`src/rtl/core/assert_macros.svh`:
```
// assertion helpers, clocked on i_clk and held off while i_rst_n is low
`ifndef ASSERT_MACROS_SVH
`define ASSERT_MACROS_SVH

// plain property that must hold at every edge out of reset
`define LRUFR_ASSERT(label, prop, msg) \
    label: assert property (@(posedge i_clk) disable iff (!i_rst_n) (prop)) \
        else $error(msg);

// overlapping implication
`define LRUFR_ASSERT_IMPLY(label, ante, cons, msg) \
    label: assert property (@(posedge i_clk) disable iff (!i_rst_n) \
        (ante) |-> (cons)) else $error(msg);

`endif

```
`src/rtl/core/lrufr_pkg.sv`:
```
package lrufr_pkg;

    localparam int FRAMES    = 16;
    localparam int FRAME_IDS = 16;
    localparam int FRAME_W   = 4;
    localparam int IDX_W     = $clog2(FRAMES);
    localparam int CNT_W     = $clog2(FRAMES + 1);

    typedef enum logic [1:0] {
        OP_VICTIM = 2'd0,
        OP_PIN    = 2'd1,
        OP_UNPIN  = 2'd2
    } t_op;

    typedef struct packed {
        t_op                op;
        logic [FRAME_W-1:0] frame_index;
    } t_request;

    typedef struct packed {
        logic               victim_valid;
        logic [FRAME_W-1:0] victim_frame;
        logic [CNT_W-1:0]   occupancy;
    } t_result;

    typedef struct packed {
        logic [FRAME_IDS-1:0] member_mask;
        logic [CNT_W-1:0]     entry_count;
    } t_status;

endpackage

```
`src/rtl/core/lrufr_req_if.sv`:
```
interface lrufr_req_if;
    logic       valid;
    logic       ready;
    logic [1:0] op;
    logic [3:0] frame_index;

    modport source (output valid, output op, output frame_index, input ready);
    modport sink   (input valid, input op, input frame_index, output ready);
endinterface

```
`src/rtl/core/lrufr_rsp_if.sv`:
```
interface lrufr_rsp_if;
    logic       valid;
    logic       ready;
    logic       victim_valid;
    logic [3:0] victim_frame;
    logic [4:0] occupancy;

    modport source (output valid, output victim_valid, output victim_frame,
                    output occupancy, input ready);
    modport sink   (input valid, input victim_valid, input victim_frame,
                    input occupancy, output ready);
endinterface

```
`src/rtl/core/lrufr_core.sv`:
```
module lrufr_core (
    input  logic               i_clk,
    input  logic               i_rst_n,
    input  logic               i_en,
    input  lrufr_pkg::t_request i_req,
    output lrufr_pkg::t_result  o_res,
    output lrufr_pkg::t_status  o_status
);
    import lrufr_pkg::*;

    logic [FRAME_W-1:0]   r_list [FRAMES];
    logic [FRAME_W-1:0]   n_list [FRAMES];
    logic [FRAME_IDS-1:0] r_mask, n_mask;
    logic [CNT_W-1:0]     r_count, n_count;

    logic [FRAMES-1:0]    sel;
    logic [FRAMES-1:0]    after;
    logic                 do_remove;
    logic                 do_append;
    logic [FRAME_W-1:0]   oldest;

    always_comb begin
        oldest    = r_list[0];
        n_mask    = r_mask;
        n_count   = r_count;
        do_remove = 1'b0;
        do_append = 1'b0;
        o_res     = '0;

        // position of the requested frame among the held entries
        for (int i = 0; i < FRAMES; i++) begin
            sel[i] = (CNT_W'(i) < r_count) && (r_list[i] == i_req.frame_index);
        end

        unique case (i_req.op)
            OP_VICTIM: begin
                if (r_count != '0) begin
                    sel              = FRAMES'(1);
                    do_remove        = 1'b1;
                    n_mask[oldest]   = 1'b0;
                    o_res.victim_valid = 1'b1;
                    o_res.victim_frame = oldest;
                end
            end
            OP_PIN: begin
                if (r_mask[i_req.frame_index]) begin
                    do_remove                  = 1'b1;
                    n_mask[i_req.frame_index]  = 1'b0;
                end
            end
            OP_UNPIN: begin
                if (!r_mask[i_req.frame_index] && (r_count < CNT_W'(FRAMES))) begin
                    do_append                  = 1'b1;
                    n_mask[i_req.frame_index]  = 1'b1;
                end
            end
            default: begin
            end
        endcase

        if (do_remove) n_count = r_count - CNT_W'(1);
        if (do_append) n_count = r_count + CNT_W'(1);

        // entries at or past the removed slot move down by one
        for (int i = 0; i < FRAMES; i++) begin
            after[i] = (sel & ({FRAMES{1'b1}} >> (FRAMES - 1 - i))) != '0;
        end

        for (int i = 0; i < FRAMES; i++) begin
            n_list[i] = r_list[i];
            if (do_remove && after[i] && (i < FRAMES - 1)) begin
                n_list[i] = r_list[(i + 1) % FRAMES];
            end
            if (do_append && (IDX_W'(i) == r_count[IDX_W-1:0])) begin
                n_list[i] = i_req.frame_index;
            end
        end

        o_res.occupancy = n_count;
    end

    always_ff @(posedge i_clk) begin
        if (!i_rst_n) begin
            r_mask  <= '0;
            r_count <= '0;
        end else if (i_en) begin
            r_mask  <= n_mask;
            r_count <= n_count;
        end
    end

    always_ff @(posedge i_clk) begin
        if (i_en) begin
            r_list <= n_list;
        end
    end

    assign o_status.member_mask = r_mask;
    assign o_status.entry_count = r_count;

endmodule

```
`src/rtl/core/lru_frame_replacer.sv`:
```
// least-recently-unpinned frame replacer
// request channel i_req carries op (victim, pin, unpin) and frame_index;
// response channel o_rsp returns one item per request: victim_valid,
// victim_frame (zero unless a frame was evicted) and the occupancy after
// the op
// a request is taken into an input register, worked on against the held
// list combinationally and the answer lands in an output register, which
// drives o_rsp.valid; while o_rsp stalls, a request can wait in the input
// register before it is worked on
// throughput is one item per cycle while o_rsp does not stall; the held
// list is a row of 16 frame registers with a parallel compare on every slot
// and a one-slot shift down, so each op is combinational between the registers
// while o_rsp stalls, the finished response holds and the input register
// still takes one more item; after that i_req.ready drops until o_rsp.ready
// reset (synchronous, active low) empties the set: membership bits and
// count clear at once, list slots are left as they are and are only read
// below the count, so no clearing pass is needed
`include "assert_macros.svh"

module lru_frame_replacer (
    input  logic        i_clk,
    input  logic        i_rst_n,
    lrufr_req_if.sink   i_req,
    lrufr_rsp_if.source o_rsp
);
    import lrufr_pkg::*;

    // input stage
    logic     r_in_valid;
    t_request r_in;
    // output stage
    logic     r_out_valid;
    t_result  r_out;

    logic     advance;
    t_result  res;
    t_status  status;

    // the work stage fires when the output register is free or draining
    assign advance     = r_in_valid && (!r_out_valid || o_rsp.ready);
    assign i_req.ready = !r_in_valid || advance;

    always_ff @(posedge i_clk) begin
        if (!i_rst_n) begin
            r_in_valid  <= 1'b0;
            r_out_valid <= 1'b0;
        end else begin
            if (i_req.ready) r_in_valid <= i_req.valid;
            if (advance) begin
                r_out_valid <= 1'b1;
            end else if (o_rsp.ready) begin
                r_out_valid <= 1'b0;
            end
        end
    end

    // payload registers, no reset
    always_ff @(posedge i_clk) begin
        if (i_req.ready && i_req.valid) begin
            r_in.op          <= t_op'(i_req.op);
            r_in.frame_index <= i_req.frame_index;
        end
        if (advance) r_out <= res;
    end

    lrufr_core u_core (
        .i_clk    (i_clk),
        .i_rst_n  (i_rst_n),
        .i_en     (advance),
        .i_req    (r_in),
        .o_res    (res),
        .o_status (status)
    );

    assign o_rsp.valid        = r_out_valid;
    assign o_rsp.victim_valid = r_out.victim_valid;
    assign o_rsp.victim_frame = r_out.victim_frame;
    assign o_rsp.occupancy    = r_out.occupancy;

    // count always matches the number of membership bits
    `LRUFR_ASSERT(a_count_mask, $countones(status.member_mask) == int'(status.entry_count), "count and membership disagree")
    // the set never holds more than the list depth
    `LRUFR_ASSERT(a_count_max, status.entry_count <= CNT_W'(FRAMES), "count past list depth")
    // a response without an eviction reports frame zero
    `LRUFR_ASSERT_IMPLY(a_no_victim_zero, r_out_valid && !r_out.victim_valid, r_out.victim_frame == '0, "frame set without eviction")
    // a stalled response stays valid and keeps all its fields, occupancy included
    `LRUFR_ASSERT_IMPLY(a_stall_hold, r_out_valid && !o_rsp.ready, ##1 (r_out_valid && $stable(r_out)), "response changed while stalled")

endmodule
```
`src/flat_wrapper.sv`:
```
// flat-port wrapper written by rule: the top's interface ports become plain ports
module lru_frame_replacer_flat import lrufr_pkg::*;
  (i_clk, i_rst_n, i_req_valid, i_req_op, i_req_frame_index, i_req_ready, o_rsp_valid, o_rsp_victim_valid, o_rsp_victim_frame, o_rsp_occupancy, o_rsp_ready);
  lrufr_req_if i_req_i ();
  lrufr_rsp_if o_rsp_i ();
  input  logic i_clk;
  input  logic i_rst_n;
  input wire logic [$bits(i_req_i.valid)-1:0] i_req_valid;
  input wire logic [$bits(i_req_i.op)-1:0] i_req_op;
  input wire logic [$bits(i_req_i.frame_index)-1:0] i_req_frame_index;
  output wire logic [$bits(i_req_i.ready)-1:0] i_req_ready;
  output wire logic [$bits(o_rsp_i.valid)-1:0] o_rsp_valid;
  output wire logic [$bits(o_rsp_i.victim_valid)-1:0] o_rsp_victim_valid;
  output wire logic [$bits(o_rsp_i.victim_frame)-1:0] o_rsp_victim_frame;
  output wire logic [$bits(o_rsp_i.occupancy)-1:0] o_rsp_occupancy;
  input wire logic [$bits(o_rsp_i.ready)-1:0] o_rsp_ready;
  assign i_req_i.valid = i_req_valid;
  assign i_req_i.op = i_req_op;
  assign i_req_i.frame_index = i_req_frame_index;
  assign i_req_ready = i_req_i.ready;
  assign o_rsp_valid = o_rsp_i.valid;
  assign o_rsp_victim_valid = o_rsp_i.victim_valid;
  assign o_rsp_victim_frame = o_rsp_i.victim_frame;
  assign o_rsp_occupancy = o_rsp_i.occupancy;
  assign o_rsp_i.ready = o_rsp_ready;
  lru_frame_replacer u_core (.i_clk(i_clk), .i_rst_n(i_rst_n), .i_req(i_req_i), .o_rsp(o_rsp_i));
endmodule
```
`config.mk`:
```
export PLATFORM = sky130hd
export DESIGN_NAME = lru_frame_replacer_flat
export DESIGN_NICKNAME = d
export VERILOG_FILES = /design/src/rtl/core/lrufr_pkg.sv /design/src/rtl/core/lrufr_req_if.sv /design/src/rtl/core/lrufr_rsp_if.sv /design/src/rtl/core/lrufr_core.sv /design/src/rtl/core/lru_frame_replacer.sv /design/src/flat_wrapper.sv
export VERILOG_INCLUDE_DIRS = /design/src /design/src/rtl/core
export SDC_FILE = /design/constraint.sdc
export NUM_CORES = 1
export LEC_CHECK = 0
export ABC_AREA = 1
export BUFFER_PORTS_ARGS = -buffer_cell sky130_fd_sc_hd__buf_2
export CAP_MARGIN = 10
export CORE_ASPECT_RATIO = 1.2
export CORE_MARGIN = 1.5
export CORE_UTILIZATION = 50
export CTS_BUF_LIST = sky130_fd_sc_hd__clkbuf_2 sky130_fd_sc_hd__clkbuf_4 sky130_fd_sc_hd__clkbuf_8
export DETAILED_ROUTE_END_ITERATION = 8
export HOLD_SLACK_MARGIN = 0.05
export PLACE_DENSITY_LB_ADDON = 0.2
export SLEW_MARGIN = 25
export SYNTH_ARGS = -nofsm -noshare
export SYNTH_HDL_FRONTEND = slang
export SYNTH_HIERARCHICAL = 1
export SYNTH_SLANG_ARGS = --single-unit
```
`constraint.sdc`:
```
create_clock -name i_clk -period 5.46 [get_ports i_clk]
set_clock_uncertainty 0.2 [all_clocks]
set_input_delay 1.365 -clock i_clk [delete_from_list [all_inputs] [get_ports i_clk]]
set_output_delay 1.365 -clock i_clk [all_outputs]
set_load 0.01 [all_outputs]
```
Yosys cells after proc, flatten, opt, wreduce, memory -nomap -nowiden --
Cells that the tools add are included.
Storage, ports and cells: bits in registers 103, output and inout bits 12
Cells by class: multiplexer cells 52, reductions and logical operators 108, order comparisons 20, $add $sub $neg 2, equality and inequality tests 35, bitwise logic cells 5
Operator list (count):
- $reduce_bool A16 Y1 | 14
- $mux W4 | 30
- $eq A4 B4 Y1 | 15
- $logic_and A1 B1 Y1 | 51
- $mux W16 | 3
- $pmux W16 S3 | 1
- $lt A4 B5 Y1 const A | 7
- $reduce_and A2 Y1 | 17
- $and A16 B16 Y16 | 2
- $eq A4 B4 Y1 const A | 8
- $not A16 Y16 | 2
- $reduce_bool A2 Y1 | 16
- $mux W15 | 2
- $lt A3 B5 Y1 const A | 4
- $eq A3 B4 Y1 const A | 4
- $or A16 B16 Y16 | 1
- $mux W5 | 3
- $lt A1 B5 Y1 const A | 2
- $lt A2 B5 Y1 const A | 2
- $lt A4 B5 Y1 const B | 2
- $mux W1 | 9
- $demux W1 S4 | 2
- $eq A2 B4 Y1 const A | 2
- $ge A4 B1 Y1 const B | 2
- other kinds (16) | 21

Longest topological paths before layout --
Gate-level depths: netlist of run 1.
word-level depth 9, depth in mapped cells 17, mapped depth without buffers 15

Cells and area by module --
The synthesis of run 1 kept the hierarchy.
Modules (own cells, without submodules):
- lrufr_core | area an instance 5703.0 µm², instances 1, cells each 759
- lru_frame_replacer | area an instance 575.6 µm², instances 1, cells each 29

Least setup slack after synthesis of run 1 --
OpenSTA, ideal clock, no wires.
path type input port to flip-flop, start point in o_rsp_ready, end point reg u_core/u_core/r_list[20] (netlist bit) (enable), slack 2.045 ns, stages 5, data required time 4.921 ns, data arrival time 2.876 ns, cell sequence inv_1 -> a21oi_1 -> inv_1 -> clkbuf_1 -> a21oi_1
Between the ends: cells in the longest elaborated chain, start to end 3
RTL lines:
- from (decl) | RTL line flat_wrapper.sv:16 | input wire logic [$bits(o_rsp_i.ready)-1:0] o_rsp_ready;
- $logic_or A1 B1 Y1 | RTL line lru_frame_replacer.sv:40 | assign advance = r_in_valid && (!r_out_valid || o_rsp.ready);
- $logic_and A1 B1 Y1 | RTL line lru_frame_replacer.sv:40
- net u_core.advance | RTL line lru_frame_replacer.sv:35 | logic advance;
- $reduce_and A2 Y1 (no line)
- to (signal assigned) | RTL line lrufr_core.sv:94 | r_list <= n_list;
- to (decl) | RTL line lrufr_core.sv:11 | logic [FRAME_W-1:0] r_list [FRAMES];
The timed path passes the listed nets, and every way through them passes these cells. A chain may end at the register's enable or synchronous reset.

Worst setup path in the final report of run 1 --
start point reg u_core/r_in[2] (netlist bit), end point reg u_core.u_core.r_mask[0]
Between the ends: cells in the longest elaborated chain, start to end 8
RTL lines:
- from (decl) | RTL line lru_frame_replacer.sv:30 | t_request r_in;
- $lt A4 B5 Y1 (implied by the code) or $ge A4 B1 Y1 (tied branches) | RTL line lrufr_core.sv:48, lrufr_core.sv:54
- $logic_and A1 B1 Y1 (implied by the code) | RTL line lrufr_core.sv:48, lrufr_core.sv:54
- $mux W1 (implied by the code) | RTL line lrufr_core.sv:48, lrufr_core.sv:54
- $demux W1 S4 | RTL line lrufr_core.sv:48, lrufr_core.sv:54
- $not A16 Y16 (no line)
- $and A16 B16 Y16 (no line)
- $mux W16 | RTL line lrufr_core.sv:46 | if (r_mask[i_req.frame_index]) begin
- $pmux W16 S3 | RTL line lrufr_core.sv:35 | unique case (i_req.op)
- to (signal assigned) | RTL line lrufr_core.sv:87 | r_mask <= n_mask;
- to (decl) | RTL line lrufr_core.sv:13 | logic [FRAME_IDS-1:0] r_mask, n_mask;
Several ways; a longest one is shown, not always the timed one. The select of a mux whose other input is x is not followed.

==> results of run 1 <==
[path summary, 6_finish.rpt]
check                                 from                       end  slack, ns  cells after the start
setup / recovery            u_core/r_in[2]   u_core/u_core/r_mask[0]       1.58                     11
hold / removal    u_core/u_core/r_mask[13]  u_core/u_core/r_mask[13]       0.31                      2
setup reg to reg            u_core/r_in[2]   u_core/u_core/r_mask[0]       1.58                     11
hold reg to reg   u_core/u_core/r_mask[13]  u_core/u_core/r_mask[13]       0.31                      2
[registers in the layout, summed over array words and instances (netlist names)]
name	flops
u_core/u_core/r_list	60
u_core/u_core/r_mask	16
u_core/r_in	6
u_core/o_rsp.occupancy	5
u_core/u_core/r_count	5
u_core/o_rsp.victim_frame	4
u_core/u_core/oldest	4
u_core/o_rsp.valid	1
u_core/o_rsp.victim_valid	1
u_core/r_in_valid	1
[cell type report]
cell class                 instances  area [sq um]
multi-input combinational        594          3030
sequential                       103          2860
clock buffer                      11           145
timing repair buffer              26           143
inverter                          58           219
tap                              161           201
fill                            1137          5480
clock inverter                     5          81.3
[placed cells by master, fill, tap and decap left out, types with 2 or more instances in the layout]
cell	instances
inv_2	3
xnor2_1	22
nand2_1	212
inv_1	51
buf_4	5
clkbuf_8	10
nor2_4	4
o2111ai_1	16
o21ai_1	6
clkinv_1	3
nor2_1	56
a21oi_1	55
or2_2	5
buf_2	21
nor2_2	4
a21oi_2	2
nand4_1	12
nand2_2	12
bufinv_16	2
xor2_1	17
clkinv_2	2
nor3_1	9
nand2_4	6
o21ai_0	83
dfxtp_1	23
edfxtp_1	80
o22ai_1	2
ha_1	5
nand3_1	59
[worst min-delay path: stages, from the launching register on]
cell and delay (ns):
dfxtp_1 0.35, nand2_1 0.07, a21oi_1 0.05
[logic make-up after synthesis]
logic type,Yosys count
buffers and inverters,91
AND/OR/NAND/NOR,383
flip-flops,103
AO/OA/AOI/OAI,167
adder cells (fa/ha/maj),5
XOR/XNOR,39
[stage by stage]
step,instances,power (W),worst slack [ns]
after floorplan,788,0.00105,2.04
after global placement,942,0.00110,1.75
after detailed placement,942,0.00111,1.65
after CTS,958,0.00164,1.63
after global routing,958,0.00169,1.27
final,958,0.00163,1.58
[layer usage]
metal  share of wire  wire length (um)
met1            0.41              6760
met2            0.49              8040
met3           0.062              1010
met4           0.032               520
met5               0                 0
[power by group through the flow]
stage | Clock, W | Sequential, W | Combinational, W
2_1_floorplan | 0 | 0.000886 | 0.000161
3_3_place_gp | 0 | 0.000895 | 0.000208
3_5_place_dp | 0 | 0.000895 | 0.000211
4_1_cts | 0.000549 | 0.000878 | 0.000211
5_1_grt | 0.000574 | 0.000880 | 0.000237
6_report | 0.000538 | 0.000878 | 0.000215
==> impl_metrics.py, run 1 <==
metrics = {
    "run_status": {
        "status": "complete, no violations",
    },
    "critical_path": {
        "crit_family": "simple AND/OR/NAND/NOR gates",
        "crit_chain": "inv_1, nor2_2, nand2_1, nand2_2, o21ai_2, nand2_2, clkinv_2, nand2_4, nand2_4, nand2_1, a21oi_1",
        "cp_data_required_time_ns": 5.48,
        "cp-end-kind": "flip-flop",
        "cp_num_buf_inv": 2,
        "critPathArrivalTime_ns": 3.91,
        "critPathKind": "reg2reg",
        "cpMaxStageDelayCell": "edfxtp_1",
        "cp-start-kind": "flip-flop",
        "max_stage_delay_ns": 1.03,
        "crit_fanout": 20,
    },
    "finish": {
        "finalInstanceArea_sq_um": 6690,
        "fin_nets": 807,
        "layout-drive-gt1-share": 0.104,
        "syn2layout_area_growth_pct": 6.48,
        "antenna_cells": 0,
        "fin_util": 0.549,
    },
    "floorplan": {
        "core-area_sq_um": 12200,
        "ioPinCount": 22,
        "die_w_um": 105,
        "die_y_um": 126,
        "floorplan.initialDensity": 0.516,
        "dieArea_sq_um": 13200,
        "fp-row-count": 44,
    },
    "route": {
        "antenna_left": 0,
        "drt_iter0_markers": 461,
        "viasPerCell": 5.79,
        "routedWlPerCell_um": 17.0,
        "vias": 5547,
        "finalWirelength_mm": 16.3,
        "drt_first_pass_iters": 5,
        "drc_errors": 0,
    },
    "logic_synthesis": {
        "synth_area_per_cell_sq_um": 7.97,
        "synth_ff_type": "edfxtp_1",
        "synth_top_cells_by_count": "nand2_1, o21ai_0, edfxtp_1",
        "synthAdderAreaFrac": 0.00996,
        "synth_compound_area_frac": 0.145,
        "synthMuxAreaShare": 0,
        "synth_nets": 803,
        "synth.most_common_cell": "nand2_1",
        "yosys.area_share.simple": 0.272,
        "synth_warnings": 6,
        "netlist_instances": 788,
        "synth_edf_count": 80,
        "ys_types": 35,
        "synth_top_family_by_area": "simple AND/OR/NAND/NOR gates",
        "synth_area_sq_um": 6280,
        "synth_area_leader_cell": "edfxtp_1",
        "yosysTopAreaCellShare": 0.383,
        "ys_top_cells_by_area": "edfxtp_1, nand2_1, dfxtp_1",
        "synthXorXnorAreaFrac": 0.0544,
        "async_flop_share": 0,
        "ys_ff_latch": 103,
        "synth-seq-area-share": 0.456,
    },
    "flow_run": {
        "max_cap_violations": 0,
    },
    "power": {
        "switchingPower_w": 0.000441,
        "p_int_w": 0.00119,
        "peakVddDrop_uv": 128,
        "p_sw_frac": 0.270,
        "pwr-share-seq": 0.538,
        "combPwrFrac": 0.132,
        "p_leak_nw": 2.68,
        "power_density_nw_per_um2": 244,
        "power.clock.fraction": 0.330,
    },
    "placement": {
        "place_hpwl_mm": 10.8,
        "gp_congestion": 0.878,
        "placed_area_sq_um": 6460,
        "io_buffers": 21,
    },
    "clock_tree": {
        "cts.clk_slew.worst_paths_ns": 0.09,
        "cts_hold_buffers": 0,
        "cts_resized": 0,
        "postCtsSetupRepairBufs": 0,
        "htree_levels": 3,
        "cts_tree": "built",
        "clkLatencyLatePin_ns": 0.38,
        "cts_sinks": 103,
        "cts_made_buffers": 9,
        "cts_root_buf": "clkbuf_8",
        "cts_buffer_depth": 2,
    },
    "sta": {
        "max_freq_mhz": 258,
        "slew_headroom": 0.321,
        "fin_crit_ns": 3.88,
        "tns_ns": 0,
        "drv_slew": 0,
        "finalHoldViolCount": 0,
        "worstMarginPinSlew_ns": 1.02,
        "period_share": 0.711,
        "rsz0062_at_grt": "false",
        "setup_viol": 0,
        "whs_ns": 0.310,
    },
    "global_routing": {
        "gr-usage-met3": 0.0440,
        "use_met1": 0.317,
        "busiest_layer": "met2",
        "antenna_found_initial": 0,
        "met2_usage": 0.421,
        "grt_use_total": 0.253,
        "grt_pass1_vias": 5301,
        "overflow": 0,
        "grt_max_degree": 35,
        "grt_pass1_wl_mm": 26.2,
    },
    "hold_path": {
        "hold_path_class": "reg2reg",
    },
}
Power figures use the tool's default switching activity.
==> run 2: changes to the inputs <==
==> constraint.sdc (replaced) <==
create_clock -name i_clk -period 3.6 [get_ports i_clk]
set_clock_uncertainty 0.2 [all_clocks]
set_input_delay 0.9 -clock i_clk [delete_from_list [all_inputs] [get_ports i_clk]]
set_output_delay 0.9 -clock i_clk [all_outputs]
set_load 0.01 [all_outputs]
==> run 2 against run 1 <==
Register-to-register slack worse by 1.2 ns. Die area stayed put. Final area is 0.30% higher. Global-route usage hardly changed. Total power is 44% higher. Combinational power is 56% higher. Fmax is 20% higher. Critical path depth is 1 higher. Sequential share of layout area is 0.13 points lower. Critical endpoint is now u_core/u_core/r_list[18].
==> impl_metrics.py, run 2 (synthesis results as in run 1) <==
metrics = {
    "sta": {
        "finalHoldViolCount": 0,
        "fin_crit_ns": 3.23,
        "slew_headroom": 0.469,
        "drv_slew": 0,
        "rsz0062_at_grt": "false",
        "setup_viol": 0,
        "max_freq_mhz": 309,
        "worstMarginPinSlew_ns": 0.795,
        "period_share": 0.898,
        "whs_ns": 0.315,
        "tns_ns": 0,
    },
    "finish": {
        "top_regs": "u_core/u_core/r_list x60, u_core/u_core/r_mask x16, u_core/r_in x6",
        "layout-drive-gt1-share": 0.114,
        "largest_reg_flops": 60,
        "syn2layout_area_growth_pct": 6.80,
        "mostFrequentLayoutCells": "nand2_1, o21ai_0, edfxtp_1",
        "finalInstanceArea_sq_um": 6710,
        "antenna_cells": 0,
        "fin_util": 0.551,
        "layout_commonest_cell": "nand2_1",
        "regMostFlops": "u_core/u_core/r_list",
        "fin_nets": 816,
    },
    "hold_path": {
        "min_to": "u_core/r_in_valid",
        "min_path_cells": 2,
        "hold_path_class": "reg2reg",
        "hold_start": "u_core/r_in_valid",
    },
    "clock_tree": {
        "cts_resized": 0,
        "cts_tree": "built",
        "cts_buffer_depth": 2,
        "postCtsSetupRepairBufs": 0,
        "cts_made_buffers": 9,
        "htree_levels": 3,
        "cts.clk_slew.worst_paths_ns": 0.09,
        "cts_root_buf": "clkbuf_8",
        "cts_hold_buffers": 0,
        "cts_sinks": 103,
        "clkLatencyLatePin_ns": 0.39,
    },
    "power": {
        "power_density_nw_per_um2": 351,
        "peakVddDrop_uv": 208,
        "p_leak_nw": 2.71,
        "power_w": 0.00235,
    },
    "critical_path": {
        "cpMaxStageDelayCell": "dfxtp_1",
        "r2r_cells": 12,
        "cp-start-kind": "flip-flop",
        "cp_num_buf_inv": 1,
        "cpMostUsedCell": "nand2_1",
        "crit_chain": "clkinv_1, ha_1, nand2_1, nand2_2, o21ai_0, nor2_1, nor2_1, nand2_1, nor2_1, nand2_1, nand2_1, a21oi_1",
        "max_stage_delay_ns": 0.50,
        "r2r_start": "u_core/u_core/r_count[0]",
        "reg2reg_to": "u_core/u_core/r_list[18]",
        "reg2reg_slack_ns": 0.37,
        "cp-end-kind": "flip-flop",
        "critPathKind": "reg2reg",
        "crit_fanout": 18,
        "cp_data_required_time_ns": 3.49,
        "critPathArrivalTime_ns": 3.13,
        "crit_family": "simple AND/OR/NAND/NOR gates",
    },
    "route": {
        "drt_first_pass_iters": 5,
        "wl_met3_um": 892,
        "viasPerCell": 5.72,
        "drt_iter0_markers": 394,
        "wl_met2_mm": 8.33,
        "routed.top_layer": "met4",
        "antenna_left": 0,
        "drc_errors": 0,
        "vias": 5536,
        "finalWirelength_mm": 16.4,
        "routedWlPerCell_um": 17.0,
        "m1WireLength_mm": 6.84,
    },
    "floorplan": {
        "ioPinCount": 22,
        "core-area_sq_um": 12200,
        "fp-row-count": 44,
        "die_y_um": 126,
        "dieArea_sq_um": 13200,
        "die_w_um": 105,
        "floorplan.initialDensity": 0.516,
    },
    "global_routing": {
        "overflow": 0,
        "grt_max_degree": 34,
        "grt_use_total": 0.253,
        "antenna_found_initial": 0,
        "grt_pass1_wl_mm": 26.2,
        "grt_pass1_vias": 5159,
    },
    "placement": {
        "gp_congestion": 0.949,
        "placed_area_sq_um": 6530,
        "place_hpwl_mm": 11.8,
        "io_buffers": 21,
    },
    "run_status": {
        "status": "complete, no violations",
    },
    "flow_run": {
        "max_cap_violations": 0,
    },
}
run 2: changes by cell type in the layout (fill, tap and decap cells not counted):
cell,previous run,this run
buf_4,5,14
bufinv_16,2,0
clkbuf_4,1,3
clkinv_2,2,3
clkinvlp_4,1,0
run 2: where the power goes:
group / internal [W] / switching, W / total, W
Clock: 0.000293 / 0.000396 / 0.000690
Sequential: 0.00130 / 0.0000271 / 0.00133
Combinational: 0.0000946 / 0.000240 / 0.000335
Total: 0.00169 / 0.000664 / 0.00235
run 2: worst max path at each step:
stage	start	to	slack, ns	depth (start not counted)
2_1_floorplan	o_rsp_ready	u_core/u_core/r_list[20]	0.65	5
6_report	u_core/u_core/r_count[0]	u_core/u_core/r_list[18]	0.37	12
4_1_cts	u_core/u_core/r_count[0]	u_core/u_core/r_list[18]	0.45	12
3_3_place_gp	u_core/u_core/r_count[0]	u_core/u_core/r_list[10]	0.48	12
5_1_grt	u_core/u_core/r_count[0]	u_core/u_core/r_list[18]	0.16	12
3_5_place_dp	u_core/u_core/r_count[4]	u_core/u_core/r_list[10]	0.48	13
run 2: cell type report:
class                   instances  area (sq um)
clock buffers                  13           160
clock inverters                 3          18.8
fillers                      1140          5460
inverters                      58           219
multi-input cells             594          3030
flip-flops and latches        103          2860
well taps                     161           201
repair buffers                 35           210
run 2: per-stage QoR:
stage               worst slack [ns]  cells
floorplan                      0.650    788
global placement               0.482    951
detailed placement             0.483    951
CTS                            0.448    967
global route                   0.162    967
finish                         0.369    967
run 2: metal layers:
metal | vias to the layer above | track usage
met3 | 35 | 0.0424
met5 | - | 0
met1 | 2590 | 0.305
met4 | 0 | 0.0911
li1 | 2692 | -
met2 | 219 | 0.453
run 2: worst reg2reg max path: cells and delay by family, from the launching register on:
kind / cells / cell delay, ns
buf+inv: 1 / 0.34
simple gates: 8 / 1.20
compound gates: 2 / 0.38
fa+ha+maj: 1 / 0.33
flops: 1 / 0.50
==> run 3: changes to the inputs <==
--- a/config.mk
+++ b/config.mk
@@ -6,7 +6,6 @@
 export SDC_FILE = /design/constraint.sdc
 export NUM_CORES = 1
 export LEC_CHECK = 0
-export ABC_AREA = 1
 export BUFFER_PORTS_ARGS = -buffer_cell sky130_fd_sc_hd__buf_2
 export CAP_MARGIN = 10
 export CORE_ASPECT_RATIO = 1.2
==> run 3 against run 2 <==
Sequential share of layout area is 0.99 points lower. Fmax fell by 3.5%. Cell count is 22% lower.
==> impl_metrics.py, run 3 <==
metrics = {
    "clock_tree": {
        "cts_buffer_depth": 2,
        "postCtsSetupRepairBufs": 0,
        "cts_tree": "built",
        "cts_root_buf": "clkbuf_8",
        "cts_resized": 0,
        "htree_levels": 3,
        "clkLatencyLatePin_ns": 0.39,
        "cts_sinks": 103,
        "cts_made_buffers": 9,
        "cts_hold_buffers": 0,
        "cts.clk_slew.worst_paths_ns": 0.10,
    },
    "route": {
        "drc_errors": 0,
        "drt_first_pass_iters": 5,
        "viasPerCell": 5.90,
        "vias": 4428,
        "routedWlPerCell_um": 19.6,
        "finalWirelength_mm": 14.7,
        "antenna_left": 0,
        "drt_iter0_markers": 207,
    },
    "logic_synthesis": {
        "synth_nets": 579,
        "ys_top_cells_by_area": "edfxtp_1, mux2_4, dfxtp_1",
        "synth_ff_type": "edfxtp_1",
        "synth_area_per_cell_sq_um": 11.3,
        "synth_top_cells_by_count": "edfxtp_1, nand2_1, mux2_4",
        "synth-seq-area-share": 0.449,
        "synth_area_sq_um": 6380,
        "synth_area_leader_cell": "edfxtp_1",
        "netlist_instances": 564,
        "async_flop_share": 0,
        "synth.most_common_cell": "edfxtp_1",
        "ys_ff_latch": 103,
        "ys_types": 68,
        "yosysTopAreaCellShare": 0.377,
        "synth_edf_count": 80,
        "synth_warnings": 6,
    },
    "finish": {
        "top_regs": "u_core/u_core/r_list x60, u_core/u_core/r_mask x16, u_core/r_in x6",
        "antenna_cells": 0,
        "layout-drive-gt1-share": 0.254,
        "fin_nets": 596,
        "fill_cells": 1079,
        "layout_commonest_cell": "edfxtp_1",
        "syn2layout_area_growth_pct": 7.61,
        "largest_reg_flops": 60,
        "instances_no_fill": 750,
        "regMostFlops": "u_core/u_core/r_list",
        "mostFrequentLayoutCells": "edfxtp_1, nand2_1, mux2_4",
    },
    "power": {
        "peakVddDrop_uv": 261,
        "power_density_nw_per_um2": 345,
        "p_leak_nw": 2.52,
    },
    "floorplan": {
        "die_y_um": 127,
        "die_w_um": 106,
        "dieArea_sq_um": 13400,
        "fp-row-count": 45,
        "floorplan.initialDensity": 0.508,
        "core-area_sq_um": 12600,
        "ioPinCount": 22,
    },
    "global_routing": {
        "grt_use_total": 0.229,
        "grt_pass1_vias": 4475,
        "grt_max_degree": 32,
        "grt_pass1_wl_mm": 23.7,
        "overflow": 0,
        "antenna_found_initial": 0,
    },
    "critical_path": {
        "crit_chain": "nor3_1, a21boi_1, a31oi_1, and3_1, nand3_1, o31ai_1, o21ai_0",
        "cp-end-kind": "flip-flop",
        "critPathArrivalTime_ns": 3.23,
        "cp_data_required_time_ns": 3.48,
        "cp-start-kind": "flip-flop",
        "critPathKind": "reg2reg",
        "crit_fanout": 13,
        "max_stage_delay_ns": 0.58,
        "cpMaxStageDelayCell": "nor3_1",
    },
    "sta": {
        "tns_ns": 0,
        "finalHoldViolCount": 0,
        "rsz0062_at_grt": "false",
        "period_share": 0.930,
        "drv_slew": 0,
        "max_freq_mhz": 299,
        "fin_crit_ns": 3.35,
        "slew_headroom": 0.556,
        "setup_viol": 0,
        "worstMarginPinSlew_ns": 0.649,
    },
    "hold_path": {
        "hold_path_class": "reg2reg",
    },
    "placement": {
        "place_hpwl_mm": 10.6,
        "gp_congestion": 0.958,
        "place_inst": 734,
        "io_buffers": 21,
    },
    "run_status": {
        "status": "complete, no violations",
    },
    "flow_run": {
        "max_cap_violations": 0,
    },
}
## run 3: final timing paths
path | startpoint | to | slack (ns) | cells past startpoint
worst max-delay path | u_core/u_core/r_count[4] | u_core/u_core/r_list[11] | 0.25 | 7
worst min-delay path | u_core/u_core/r_mask[8] | u_core/u_core/r_mask[8] | 0.31 | 2
worst max register to register | u_core/u_core/r_count[4] | u_core/u_core/r_list[11] | 0.25 | 7
worst min register to register | u_core/u_core/r_mask[8] | u_core/u_core/r_mask[8] | 0.31 | 2
## run 3: logic make-up after synthesis
kind of cell	synth area share
flops	0.449
buf+inv	0.0382
compound gates	0.111
mux	0.145
simple gates	0.159
xor+xnor	0.0879
fa+ha+maj	0.00981
## run 3: cell type report
type	instances	area (sq um)	share of cell area
clock buffer	9	124	0.0180
clock inverter	7	73.8	0.0108
inverter	7	26.3	0.00383
multi-input combinational	415	3270	0.477
sequential	103	2860	0.417
tap	164	205	0.0299
timing repair buffer	45	298	0.0434
## run 3: layer usage
layer	vias up	track usage	share of wire
met5	-	0	0
met4	0	0.108	0.027
met3	32	0.0298	0.041
met2	132	0.376	0.49
met1	2157	0.299	0.44
li1	2107	-	-
## run 3: worst max-delay path, delay by kind of cell (launching register included)
| kind | cells | cell delay (ns) |
|---|---|---|
| compound gates | 4 | 1.30 |
| simple gates | 3 | 1.08 |
| flops | 1 | 0.46 |
## run 3: per-stage QoR
stage          hold slack, ns  total power [W]  cell area [sq um]  setup WS, ns   util
2_1_floorplan           0.221          0.00156               6380         0.623      -
3_3_place_gp            0.299          0.00164               6670         0.443  0.531
3_5_place_dp            0.298          0.00165               6670         0.401  0.531
4_1_cts                 0.313          0.00238               6860         0.376  0.547
5_1_grt                 0.355          0.00245               6860        0.0602  0.547
6_report                0.310          0.00237               6860         0.252  0.547
## run 3: power breakdown
group | internal (W) | switching, W
registers | 0.00130 | 0.0000304
logic | 0.000112 | 0.000181
clock network | 0.000321 | 0.000420
total | 0.00173 | 0.000631
